File: config.mk
export PLATFORM = sky130hd
export DESIGN_NAME = crc16_modbus_frame_appender
export DESIGN_NICKNAME = d
export VERILOG_FILES = /design/src/rtl/core/crc16m_pkg.sv /design/src/rtl/core/crc16_modbus_frame_appender.sv /design/src/rtl/core/crc16m_crc_unit.sv
export SDC_FILE = /design/constraint.sdc
export NUM_CORES = 1
export LEC_CHECK = 0
export ABC_AREA = 1
export BUFFER_PORTS_ARGS = -buffer_cell sky130_fd_sc_hd__clkbuf_2
export CAP_MARGIN = 10
export CORE_UTILIZATION = 62
export DETAILED_ROUTE_END_ITERATION = 12
export PLACE_DENSITY = 0.88
export SYNTH_ARGS = -nofsm -noshare
export SYNTH_HDL_FRONTEND = slang
export SYNTH_HIERARCHICAL = 1
export SYNTH_SLANG_ARGS = --single-unit
File: constraint.sdc
create_clock -name i_clk -period 2.35 [get_ports i_clk]
set_input_delay 0.235 -clock i_clk [delete_from_list [all_inputs] [get_ports i_clk]]
set_output_delay 0.235 -clock i_clk [all_outputs]
set_load 0.01 [all_outputs]
File: src/rtl/core/crc16m_pkg.sv
package crc16m_pkg;

    // frame length as set for this build, and the value actually used
    localparam int FRAME_BYTES = 8;
    localparam int FRAME_LEN   = (FRAME_BYTES < 1) ? 1 :
                                 ((FRAME_BYTES > 255) ? 255 : FRAME_BYTES);

    // byte counter width, at least one bit
    localparam int CNT_W = (FRAME_LEN > 1) ? $clog2(FRAME_LEN) : 1;

    localparam logic [15:0] CRC_INIT = 16'hFFFF;
    localparam logic [15:0] CRC_POLY = 16'hA001;

    typedef logic [CNT_W-1:0] t_count;

    // fold one byte into the crc, lsb first, eight shift steps
    function automatic logic [15:0] fold_byte(input logic [15:0] crc, input logic [7:0] b);
        logic [15:0] c;
        c = crc ^ {8'h00, b};
        for (int k = 0; k < 8; k++) begin
            if (c[0]) begin
                c = (c >> 1) ^ CRC_POLY;
            end else begin
                c = c >> 1;
            end
        end
        return c;
    endfunction

endpackage

File: src/rtl/core/crc16_modbus_frame_appender.sv
// crc16_modbus_frame_appender
// Input channel: i_valid / o_ready with payload i_data_byte, one byte per item.
// Output channel: o_valid / i_ready with o_out_byte and o_frame_end.
// Every input byte is passed on unchanged while it is folded into a running
// CRC-16/MODBUS. After the last byte of a frame (FRAME_BYTES in the package)
// two more items follow: the crc low byte, then the crc high byte with
// o_frame_end set; crc and byte count then restart for the next frame.
// Path: an accepted byte is registered in the input register, then moves to
// the output register when that is free and no crc byte waits; o_out_byte shows it.
// Throughput: one byte per cycle inside a frame while i_ready stays high; the
// two crc items pass through the output register first, holding the input byte.
// The output register is the limit: one item leaves per cycle while i_ready is high.
// Reset: synchronous, active low; clears both registers' valid flags, the
// pending crc items, the crc (to 0xFFFF) and the byte count.
// Stall: while i_ready is low the output item holds; the input register
// still takes one more byte, then o_ready drops until the output moves.
module crc16_modbus_frame_appender
    import crc16m_pkg::*;
(
    input  logic       i_clk,
    input  logic       i_rst_n,
    input  logic       i_valid,
    output logic       o_ready,
    input  logic [7:0] i_data_byte,
    output logic       o_valid,
    input  logic       i_ready,
    output logic [7:0] o_out_byte,
    output logic       o_frame_end
);

    logic        r_in_valid;
    logic [7:0]  r_in_byte;
    logic        r_out_valid;
    logic [7:0]  r_out_byte;
    logic        r_out_end;
    logic        r_pend_lo;
    logic        r_pend_hi;
    logic [15:0] r_pend_crc;

    logic        out_free;
    logic        take_in;
    logic        fold;
    logic [15:0] crc_new;
    logic        crc_last;

    // output register can load when empty or being taken
    assign out_free = !r_out_valid || i_ready;
    // input item moves on when no crc byte is waiting
    assign fold     = out_free && r_in_valid && !r_pend_lo && !r_pend_hi;
    assign o_ready  = !r_in_valid || fold;
    assign take_in  = i_valid && o_ready;

    crc16m_crc_unit u_crc (
        .i_clk   (i_clk),
        .i_rst_n (i_rst_n),
        .i_fold  (fold),
        .i_byte  (r_in_byte),
        .o_crc   (crc_new),
        .o_last  (crc_last)
    );

    // input register
    always_ff @(posedge i_clk) begin
        if (!i_rst_n) begin
            r_in_valid <= 1'b0;
        end else if (o_ready) begin
            r_in_valid <= i_valid;
        end
        if (take_in) begin
            r_in_byte <= i_data_byte;
        end
    end

    // output register and pending crc bytes
    always_ff @(posedge i_clk) begin
        if (!i_rst_n) begin
            r_out_valid <= 1'b0;
            r_pend_lo   <= 1'b0;
            r_pend_hi   <= 1'b0;
        end else if (out_free) begin
            if (r_pend_lo) begin
                r_out_valid <= 1'b1;
                r_pend_lo   <= 1'b0;
            end else if (r_pend_hi) begin
                r_out_valid <= 1'b1;
                r_pend_hi   <= 1'b0;
            end else if (r_in_valid) begin
                r_out_valid <= 1'b1;
                r_pend_lo   <= crc_last;
                r_pend_hi   <= crc_last;
            end else begin
                r_out_valid <= 1'b0;
            end
        end
        if (out_free) begin
            if (r_pend_lo) begin
                r_out_byte <= r_pend_crc[7:0];
                r_out_end  <= 1'b0;
            end else if (r_pend_hi) begin
                r_out_byte <= r_pend_crc[15:8];
                r_out_end  <= 1'b1;
            end else begin
                r_out_byte <= r_in_byte;
                r_out_end  <= 1'b0;
            end
        end
        if (fold && crc_last) begin
            r_pend_crc <= crc_new;
        end
    end

    assign o_valid     = r_out_valid;
    assign o_out_byte  = r_out_byte;
    assign o_frame_end = r_out_end;

endmodule

File: src/rtl/core/crc16m_crc_unit.sv
module crc16m_crc_unit
    import crc16m_pkg::*;
(
    input  logic        i_clk,
    input  logic        i_rst_n,
    input  logic        i_fold,
    input  logic [7:0]  i_byte,
    output logic [15:0] o_crc,
    output logic        o_last
);

    logic [15:0] r_crc;
    logic [15:0] n_crc;
    t_count      r_count;
    t_count      n_count;

    // crc after this byte, and whether it closes the frame
    assign o_crc  = fold_byte(r_crc, i_byte);
    assign o_last = (r_count == t_count'(FRAME_LEN - 1));

    // next running crc and byte count
    always_comb begin
        n_crc   = r_crc;
        n_count = r_count;
        if (i_fold) begin
            if (o_last) begin
                n_crc   = CRC_INIT;
                n_count = '0;
            end else begin
                n_crc   = o_crc;
                n_count = r_count + t_count'(1);
            end
        end
    end

    always_ff @(posedge i_clk) begin
        if (!i_rst_n) begin
            r_crc   <= CRC_INIT;
            r_count <= '0;
        end else begin
            r_crc   <= n_crc;
            r_count <= n_count;
        end
    end

endmodule

==> qor.txt, run 1 <==
first-pass GRT wire length: 7890 um
Mapped Cells: 235
filler instances: 275
Most used DFF post-synth: edfxtp_1
Die ar.: 0.00425 mm2
family with the most delay on the worst path: buffers and inverters
Area growth, synth to finish: 7.84%
Min Clock Period, post-route: 1900 ps
crit path launch type: register
period utilization: 80.9%
Worst path max stage delay: 450 ps
hpwl dp: 3520 um
post-synthesis cell type count: 29
CP Class: register to register
Reg area: 0.00145 mm2
Inst Count DP: 295
leakage power: 1.15 nW
Final nets: 268
CTS resizes: 0
initial antenna violation count: 0
Metal-1 WL: 2160 um
Crit Path Max Fanout: 12
launch point of the worst reg-to-reg path: r_pend_lo$_SDFFE_PN0N_
First-pass DRT Iterations: 4
outcome: finished clean
Max Root-Sink Buffers: 2
hold_sp: i_data_byte[3]
r2r worst-path depth: 6
core area: 0.00374 mm2
antenna viol nets, final: 0
Initial DRC Count: 193
Crit path buffers/inverters: 2
Hold WS: 101 ps
Hold EP: r_in_byte[3]$_DFFE_PP_
Synth top area share: 40.1%
Avg Cell Area, Syn: 10.5 um2
initial core utilization: 66.1%
CTS sink cnt: 56
met2 wire len: 2390 um
Critical Path End Type: register
CP required: 2540 ps
Yosys top cell by area: edfxtp_1
worst hold path type: input port to register
cell mode on critical path: nand2_1
DRC violations left: 0
Clock Skews: 5.90 ps
count leader, synth: nand2_1
pwr dens: 758 mW/mm2
Vias: 1691
number of synthesized flops with an enable pin: 33
Top Layer Used: met4
Setup Viol. Count Final: 0
Root Driver: clkbuf_8
max-slew violation count: 0
top post-synthesis cells by area: edfxtp_1 40%, dfxtp_1 19%, nand2_1 7.0%, a21oi_1 5.1%, o22ai_1 3.0%
PortBufs: 22
Finished Core Util: 71.3%
Power Total: 2.02 mW
GR Util All Layers: 25.8%
Worst Hold Path Cells: 1
top cells by count, synth: 46 x nand2_1, 33 x edfxtp_1, 25 x a21oi_1
pin count of the biggest net entering global routing: 18
ANT cells: 0
Final Hold Fails: 0
gr ovfl total: 0
worst relative slew slack: 60.3%
CP Cell Sequence: inv_2 > nand3_2 > inv_1 > nand2_1 > o22ai_1 > nand2_1
Yosys reg bits: 56
maximum vdd ir drop: 0.000386 V
Placer Congestion: 0.903
CTS Hold Buffers Added: 0
asr flop ratio synth: 0%
Die Y: 65.2 um
WL/cell: 16.1 um
Worst Path Arrival: 2090 ps
Fmax: 526 MHz
Setup TNS Final: 0 ps
Met3 Wirelength: 213 um
Setup Buffers After CTS: 0
CP max-delay cell: dfxtp_1
vias per inst: 5.58
r2r endpoint: u_crc/r_crc[12]$_SDFFE_PN1P_
worst-margin pin slew: 594 ps
synthesized area: 0.00247 mm2
CTS Buf Count: 5
Net Count, Synth: 249
worst skew pair latency: 310 ps
worst reg-to-reg setup slack: 450 ps
# IOs: 23
total wire length: 4870 um
Die X: 65.2 um
Ys Warns: 6
Post-Layout Cell Count: 303
number of global-route vias before repair: 1620
CTS tree: built
Worst-path clk slew: 100 ps
Core Rows: 22
CTS H-tree depth: 2
RSZ-0062 raised after global routing: no
share of cells above drive strength 1: 23.1%
area of the multi-input gates: 851 um2
max cap viols: 0
sequential share of the synthesized area: 58.7%
==> logic make-up (layout without fill, tap and decap cells) <==
family	after synthesis	count (layout)	share of synthesized area (%)
compound gates	44	44	9.61
xor+xnor	15	15	7.89
fa+ha+maj	2	2	1.01
buf+inv	34	54	6.93
flops	56	56	58.7
simple gates	84	84	15.9
==> placed cells by master, fill, tap and decap left out, types with 3 or more instances in the layout <==
master	count
nand2_2	9
inv_1	17
dfxtp_1	23
inv_2	4
clkbuf_2	22
o22ai_1	12
nand3_2	3
xnor2_1	3
o21ai_1	3
o21ai_0	3
xnor2_2	4
edfxtp_1	33
clkbuf_8	6
a21oi_1	25
nand3_1	10
nand2_1	46
nor2_1	13
xor2_1	5
==> final cells by class <==
type | instances | share of cell area [%]
tap | 48 | 2.25
clock inverter | 2 | 0.375
timing repair buffer | 24 | 4.69
inverter | 22 | 3.28
sequential | 56 | 54.4
multi-input combinational | 145 | 31.9
clock buffer | 6 | 3.10
==> stage by stage <==
step | cell area [um2] | setup slack, ps
2_1_floorplan | 2470 | 777
3_3_place_gp | 2570 | 590
3_5_place_dp | 2570 | 520
4_1_cts | 2670 | 479
5_1_grt | 2670 | 279
6_report | 2670 | 450
==> worst reg2reg max path, cell delays in order, from the launching register on <==
cell and delay, ps:
dfxtp_1 450, inv_2 250, nand3_2 130, inv_1 300, nand2_1 320, o22ai_1 240
nand2_1 90
==> worst max path at each step <==
stage	from	endpoint	slack [ps]	cells past startpoint
4_1_cts	r_pend_lo$_SDFFE_PN0N_	u_crc/r_crc[12]$_SDFFE_PN1P_	480	6
3_3_place_gp	r_pend_lo$_SDFFE_PN0N_	u_crc/r_crc[4]$_SDFFE_PN1P_	590	6
3_5_place_dp	r_pend_lo$_SDFFE_PN0N_	u_crc/r_crc[13]$_SDFFE_PN1P_	520	6
2_1_floorplan	r_in_byte[0]$_DFFE_PP_	r_pend_crc[0]$_DFFE_PP_	780	12
5_1_grt	r_pend_lo$_SDFFE_PN0N_	u_crc/r_crc[12]$_SDFFE_PN1P_	280	6
6_report	r_pend_lo$_SDFFE_PN0N_	u_crc/r_crc[12]$_SDFFE_PN1P_	450	6
==> flip-flops by register name, summed over array words and instances (netlist names), 3 cells and up <==
signal	count
r_pend_crc	16
u_crc/r_crc	16
o_out_byte	8
r_in_byte	8
u_crc/r_count	3
==> metal layers <==
layer / vias to the layer above / track usage, %
li1: 819 / -
met4: 0 / 10.1
met1: 807 / 34.9
met3: 11 / 4.17
met2: 54 / 41.9
met5: - / 0
==> power breakdown <==
group	leakage, nW	switching (mW)	internal [mW]
Sequential	0.504	0.0395	1.11
Combinational	0.596	0.212	0.124
Clock	0.0510	0.304	0.236
Power figures use the tool's default switching activity.
==> run 2, diff against run 1 <==
Settings changed: ABC_AREA 1 to 0, CORE_UTILIZATION 62 to 52, PLACE_DENSITY 0.88 to 0.79.
Clock period 2.35 ns to 1.6 ns, I/O delays scaled along.
==> run 2 against run 1 <==
The run now ends with setup timing left. Setup slack lost 920 ps. Register-to-register slack lost 920 ps. Via count shrank 9.5%. Final cell count shrank 8.3%. Combinational power grew 130%. Total power grew 58%. Clock power grew 38%. Core utilization shrank 5.8 points. Maximum frequency shrank 8.1%. Critical path depth is the same. Sequential power grew 47%. Non-clock buffer count grew 22. Largest cell class unchanged. Highest routed layer unchanged.
==> qor.txt, run 2 <==
Ys Warns: 6 (unchanged)
Core Rows: 24 (+9.1%)
share of cells above drive strength 1: 33.2% (+10 points)
Die X: 69.0 um (+5.9%)
worst hold path type: input port to register
Initial DRC Count: 105 (-46%)
worst-margin pin slew: 540 ps (-54.4 ps)
GR Util All Layers: 21.3% (-4.5 points)
ANT cells: 0 (unchanged)
WL/cell: 17.8 um (+11%)
Critical Path End Type: register
top cells by count, synth: 33 x edfxtp_1, 30 x nand2_1, 23 x dfxtp_1
# IOs: 23 (unchanged)
Hold EP: r_in_byte[3]$_DFFE_PP_
CTS H-tree depth: 2 (unchanged)
Reg area: 0.00145 mm2 (about the same)
CTS Buf Count: 5 (unchanged)
crit path launch type: register
CP Cell Sequence: xnor2_2 > xnor2_2 > xor3_2 > xnor3_2 > o22ai_2 > nand2_1
count leader, synth: edfxtp_1
clock share of power: 23.3% (-3.4 points)
antenna viol nets, final: 0 (unchanged)
cell mode on critical path: xnor2_2
Final WS setup: -467 ps (-916 ps)
Final Hold Fails: 0 (unchanged)
Yosys reg bits: 56 (unchanged)
synthesized area: 0.00233 mm2 (-5.6%)
Synth top area share: 42.4% (+2.4 points)
first-pass GRT wire length: 7590 um (-3.8%)
First-pass DRT Iterations: 4 (unchanged)
pwr dens: 1130 mW/mm2 (+49%)
Die Y: 69.0 um (+5.9%)
Worst-path clk slew: 100 ps (about the same)
worst reg-to-reg setup slack: -470 ps (-920 ps)
RSZ-0062 raised after global routing: yes
max-slew violation count: 0 (unchanged)
Crit path buffers/inverters: 0 (-2)
period utilization: 129% (+48 points)
Inst Count DP: 265 (-10%)
DRC violations left: 0 (unchanged)
commonest non-fill, non-tap cell in the layout: edfxtp_1
Crit Path Max Fanout: 3 (-9)
Post-Layout Cell Count: 278 (-8.3%)
family with the most delay on the worst path: XOR/XNOR gates
failing checks: setup timing
post-synthesis cell type count: 32 (+10%)
initial core utilization: 54.0% (-12 points)
Clock Skews: 11.6 ps (+5.70 ps)
met2 wire len: 2530 um (+5.9%)
CP max-delay cell: xor3_2
vias per inst: 5.50 (-1.4%)
Net Count, Synth: 202 (-19%)
Top Layer Used: met4
top post-synthesis cells by area: edfxtp_1 42%, dfxtp_1 20%, nand2_1 4.8%, mux2i_1 4.7%, xnor2_1 4.1%
r2r worst-path depth: 6 (unchanged)
switching portion of total power: 26.1% (-1.3 points)
pin count of the biggest net entering global routing: 26 (+8)
Worst Path Arrival: 2240 ps (+150 ps)
worst relative slew slack: 64.0% (+3.7 points)
Worst path max stage delay: 520 ps (+70 ps)
net switching power: 0.834 mW (+50%)
Worst Hold Path Cells: 1 (unchanged)
Pint: 2.36 mW (+61%)
Avg Cell Area, Syn: 12.4 um2 (+18%)
maximum vdd ir drop: 0.000410 V (+6.3%)
area of the multi-input gates: 883 um2 (+3.8%)
PortBufs: 22 (unchanged)
core area: 0.00432 mm2 (+16%)
most frequent cells in the layout: 33 x edfxtp_1, 29 x nand2_1, 22 x dfxtp_1
Combinational Power Share: 23.8% (+7.2 points)
CP required: 1770 ps (-770 ps)
CTS tree: built
asr flop ratio synth: 0% (unchanged)
Metal-1 WL: 2000 um (-7.7%)
initial antenna violation count: 0 (unchanged)
leakage power: 1.07 nW (-6.9%)
Yosys top cell by area: edfxtp_1
total wire length: 4960 um (+2.0%)
Max Root-Sink Buffers: 2 (unchanged)
Root Driver: clkbuf_8
Min Clock Period, post-route: 2070 ps (+166 ps)
CP Class: register to register
hpwl dp: 3020 um (-14%)
Mapped Cells: 188 (-20%)
Placer Congestion: 0.801 (-11%)
max cap viols: 0 (unchanged)
Setup Viol. Count Final: 7 (+7)
sequential share of the synthesized area: 62.2% (+3.5 points)
largest registers: r_pend_crc (16), u_crc/r_crc (16)
worst skew pair latency: 310 ps (about the same)
CTS sink cnt: 56 (unchanged)
Power Total: 3.19 mW (+58%)
filler instances: 288 (+4.7%)
Seq pwr share: 52.9% (-3.8 points)
Fmax: 484 MHz (-8.1%)
number of synthesized flops with an enable pin: 33 (unchanged)
outcome: finished with violations
Final nets: 239 (-11%)
Most used DFF post-synth: edfxtp_1
Die ar.: 0.00476 mm2 (+12%)
hold_sp: i_data_byte[3]
CTS Hold Buffers Added: 0 (unchanged)
launch point of the worst reg-to-reg path: r_in_byte[3]$_DFFE_PP_
r2r endpoint: u_crc/r_crc[0]$_SDFFE_PN1P_
Area growth, synth to finish: 21.2%
gr ovfl total: 0 (unchanged)
Met3 Wirelength: 284 um (+33%)
Vias: 1530 (-9.5%)
number of global-route vias before repair: 1543 (-4.8%)
run 2: changes by cell type in the layout (fill, tap and decap cells not counted), sizes merged, moves of 5 or more:
cell and change:
a21oi -25, nand3 -11, o21ai +10, nor2 -5, nand2 -25, buf +23
inv -20, mux2i +11, nor2b +5, xnor2 +6
run 2: area by class of cell:
cell class / instances / share of cell area, %
Sequential cell: 56 / 51.3
Multi-Input combinational cell: 114 / 31.2
Tap cell: 52 / 2.30
Clock inverter: 2 / 0.442
Timing Repair Buffer: 46 / 11.9
Inverter: 2 / 0.265
Clock buffer: 6 / 2.56
run 2: worst reg2reg max path: stages (launching register included):
cell	delay (ps)
edfxtp_1	470
xnor2_2	270
xnor2_2	160
xor3_2	520
xnor3_2	280
o22ai_2	150
nand2_1	90
run 2: power groups by stage:
stage,Sequential (mW),Clock [mW],Combinational [mW]
2_1_floorplan,1.71,0,0.410
3_3_place_gp,1.71,0,0.569
3_5_place_dp,1.71,0,0.581
4_1_cts,1.68,0.758,0.668
5_1_grt,1.69,0.822,0.806
6_report,1.69,0.743,0.759
run 2: worst max-delay path by stage:
| stage | to | start | cells after the start | slack, ps |
|---|---|---|---|---|
| after detailed placement | u_crc/r_crc[14]$_SDFFE_PN1P_ | r_in_byte[2]$_DFFE_PP_ | 6 | -360 |
| after CTS | u_crc/r_crc[0]$_SDFFE_PN1P_ | r_in_byte[4]$_DFFE_PP_ | 6 | -410 |
| final | u_crc/r_crc[0]$_SDFFE_PN1P_ | r_in_byte[3]$_DFFE_PP_ | 6 | -470 |
| after floorplan | u_crc/r_crc[0]$_SDFFE_PN1P_ | r_in_byte[2]$_DFFE_PP_ | 6 | -240 |
| after global placement | u_crc/r_crc[0]$_SDFFE_PN1P_ | r_in_byte[1]$_DFFE_PP_ | 6 | -280 |
| after global routing | u_crc/r_crc[0]$_SDFFE_PN1P_ | r_in_byte[3]$_DFFE_PP_ | 6 | -510 |
run 2: through the flow:
step	setup WS [ps]	setup TNS, ps	instance area (um2)	hold slack [ps]	util, %
floorplan	-237	-1230	2360	259	-
global placement	-276	-1600	2600	336	60.1
detailed placement	-362	-2000	2600	339	60.1
CTS	-408	-2120	2780	17.2	64.3
global route	-506	-2530	2830	9.28	65.5
finish	-467	-2210	2830	21.7	65.5
run 2: cell families after synthesis:
logic type / share of synthesized area [%]
flops: 62.2
simple gates: 9.49
compound gates: 7.61
buf+inv: 4.45
mux: 4.72
xor+xnor: 10.5
fa+ha+maj: 1.07
run 2: per-layer routing:
layer / vias up / global-route usage, %
li1: 712 / -
met4: 0 / 10.9
met2: 64 / 37.0
met5: - / 0
met3: 13 / 4.39
met1: 741 / 24.7
run 2: timing repair:
item | in CTS | in global routing
buffers inserted | 4 | 1
pin swaps | 5 | 5
setup endpoints to repair | 26 | 16
gates resized for setup | 14 | 7
==> run 3, diff against run 2 <==
Settings changed: CELL_PAD_IN_SITES_DETAIL_PLACEMENT set to 1, CELL_PAD_IN_SITES_GLOBAL_PLACEMENT set to 1, CORE_UTILIZATION 52 to 42.
==> run 3 against run 2 <==
The flow still finishes with violations (setup timing). Core utilization down 8.2 points. Sequential share of layout area decreased by 2.9 points. Global-route usage fell by 0.65 points. Flip-flop and latch count unchanged. Hold slack better by 11 ps. Final cell count is 11% higher. Setup slack better by 81 ps. Maximum frequency is 4.1% higher. Critical path depth is the same. Count of clock-buffer cells in the layout is 1 lower. Critical endpoint is now u_crc/r_crc[14]$_SDFFE_PN1P_. Largest cell class unchanged. Highest routed layer unchanged.
==> qor.txt, run 3 (same netlist as run 2, synthesis figures left out) <==
Root Driver: clkbuf_8
Min Clock Period, post-route: 1990 ps (-80.6 ps)
Core Rows: 26 (+8.3%)
WL/cell: 20.1 um (+13%)
Final Hold Fails: 0 (unchanged)
worst relative slew slack: 74.8% (+11 points)
commonest non-fill, non-tap cell in the layout: edfxtp_1
total wire length: 6200 um (+25%)
Power Total: 3.35 mW (+5.1%)
DRC violations left: 0 (unchanged)
Max Root-Sink Buffers: 2 (unchanged)
leakage power: 1.18 nW (+9.8%)
vias per inst: 5.28 (-4.1%)
hpwl dp: 3930 um (+30%)
Fmax: 504 MHz (+4.1%)
final instance area: 0.00300 mm2 (+5.9%)
Worst Path Arrival: 2180 ps (-60 ps)
Clock Skews: 7.29 ps (-4.31 ps)
Crit Path Max Fanout: 3 (unchanged)
CTS tree: built
crit path launch type: register
PortBufs: 22 (unchanged)
CP required: 1790 ps (+20 ps)
CTS H-tree depth: 2 (unchanged)
Vias: 1626 (+6.3%)
share of cells above drive strength 1: 39.5% (+6.3 points)
DP Area: 0.00267 mm2 (+2.9%)
Initial DRC Count: 115 (+9.5%)
Worst-path clk slew: 100 ps (about the same)
initial core utilization: 44.6% (-9.4 points)
worst reg-to-reg setup slack: -390 ps (+80 ps)
pin count of the biggest net entering global routing: 20 (-23%)
First-pass DRT Iterations: 4 (unchanged)
filler instances: 529 (+84%)
ANT cells: 0 (unchanged)
largest registers: r_pend_crc (16), u_crc/r_crc (16)
number of global-route vias before repair: 1655 (+7.3%)
worst skew pair latency: 300 ps (about the same)
maximum vdd ir drop: 0.000428 V (+4.2%)
Worst path max stage delay: 560 ps (+40 ps)
worst hold path type: input port to register
Area growth, synth to finish: 28.4%
Setup TNS Final: -1970 ps (+245 ps)
Die X: 76.6 um (+11%)
r2r worst-path depth: 6 (unchanged)
CP Class: register to register
outcome: finished with violations
antenna viol nets, final: 0 (unchanged)
CTS sink cnt: 56 (unchanged)
failing checks: setup timing
Critical Path End Type: register
Placement Setup Slack: -379 ps (-17.3 ps)
cell mode on critical path: xnor2_2
CP max-delay cell: xor3_2
core area: 0.00524 mm2 (+21%)
first-pass GRT wire length: 9020 um (+19%)
CP Cell Sequence: xnor2_2 > xnor2_2 > xor3_2 > xnor2_2 > nor3b_2 > o21ai_1
worst-margin pin slew: 377 ps (-162 ps)
Die ar.: 0.00586 mm2 (+23%)
Worst Hold Path Cells: 1 (unchanged)
Setup Viol. Count Final: 11 (+4)
gr ovfl total: 0 (unchanged)
# IOs: 23 (unchanged)
Die Y: 76.6 um (+11%)
RSZ-0062 raised after global routing: yes
Final nets: 251 (+5.0%)
max cap viols: 0 (unchanged)
Final WS setup: -386 ps (+80.6 ps)
pwr dens: 1120 mW/mm2 (-0.82%)
most frequent cells in the layout: 33 x edfxtp_1, 28 x nand2_1, 28 x buf_4
CTS Buf Count: 5 (unchanged)
GR Util All Layers: 20.6% (-0.65 points)
period utilization: 124% (-5.0 points)
initial antenna violation count: 0 (unchanged)
max-slew violation count: 0 (unchanged)
Placer Congestion: 0.764 (-4.7%)
-- run 3: worst paths after layout --
| kind | start | to |
|---|---|---|
| worst min register to register | u_crc/r_crc[10]$_SDFFE_PN1P_ | r_pend_crc[2]$_DFFE_PP_ |
| worst max register to register | r_in_byte[3]$_DFFE_PP_ | u_crc/r_crc[14]$_SDFFE_PN1P_ |
| worst min-delay path | i_data_byte[6] | r_in_byte[6]$_DFFE_PP_ |
| worst max-delay path | r_in_byte[3]$_DFFE_PP_ | u_crc/r_crc[14]$_SDFFE_PN1P_ |
-- run 3: critical path, delay by kind of cell, from the launching register on --
family	cells	cell delay (ps)
DFF	1	440
xor gates and xnor gates	4	1140
and+or+nand+nor	1	200
AOI/OAI and AO/OA	1	90
-- run 3: through the flow --
stage	hold WS (ps)	util (%)	cells
CTS	17.7	54.6	301
global placement	338	51.0	290
global route	20.4	57.2	308
detailed placement	340	51.0	290
finish	32.9	57.2	308
floorplan	259	-	188
-- run 3: final cells by class --
type                    instances  area [um2]  area share [%]
repair buffers                 58         428            14.3
clock buffers                   5        68.8            2.30
inverters                       2        7.51           0.250
multi-input cells             114         911            30.4
well taps                      70        87.6            2.92
flip-flops and latches         56        1450            48.5
clock inverters                 3        42.5            1.42
-- run 3: per-layer routing --
metal | global-route usage [%] | share of wire [%] | vias to the layer above
met5 | 0 | 0 | -
met4 | 5.77 | 0.85 | 0
met3 | 3.23 | 4.8 | 6
met2 | 37.7 | 54 | 52
met1 | 25.0 | 40 | 823
li1 | - | - | 745
-- run 3: timing repair --
| item | 4_1_cts | 5_1_grt |
|---|---|---|
| gates resized for setup | 11 | 19 |
| pin swaps | 6 | 8 |
| buffers inserted | 3 | 6 |
| cloned | 0 | 1 |
| hold buffers | 0 | 0 |
| setup endpoints to repair | 31 | 20 |
-- run 3: where the power goes --
part | internal [mW] | total [mW] | switching [mW]
logic | 0.384 | 0.745 | 0.360
registers | 1.63 | 1.69 | 0.0591
clock network | 0.464 | 0.913 | 0.449
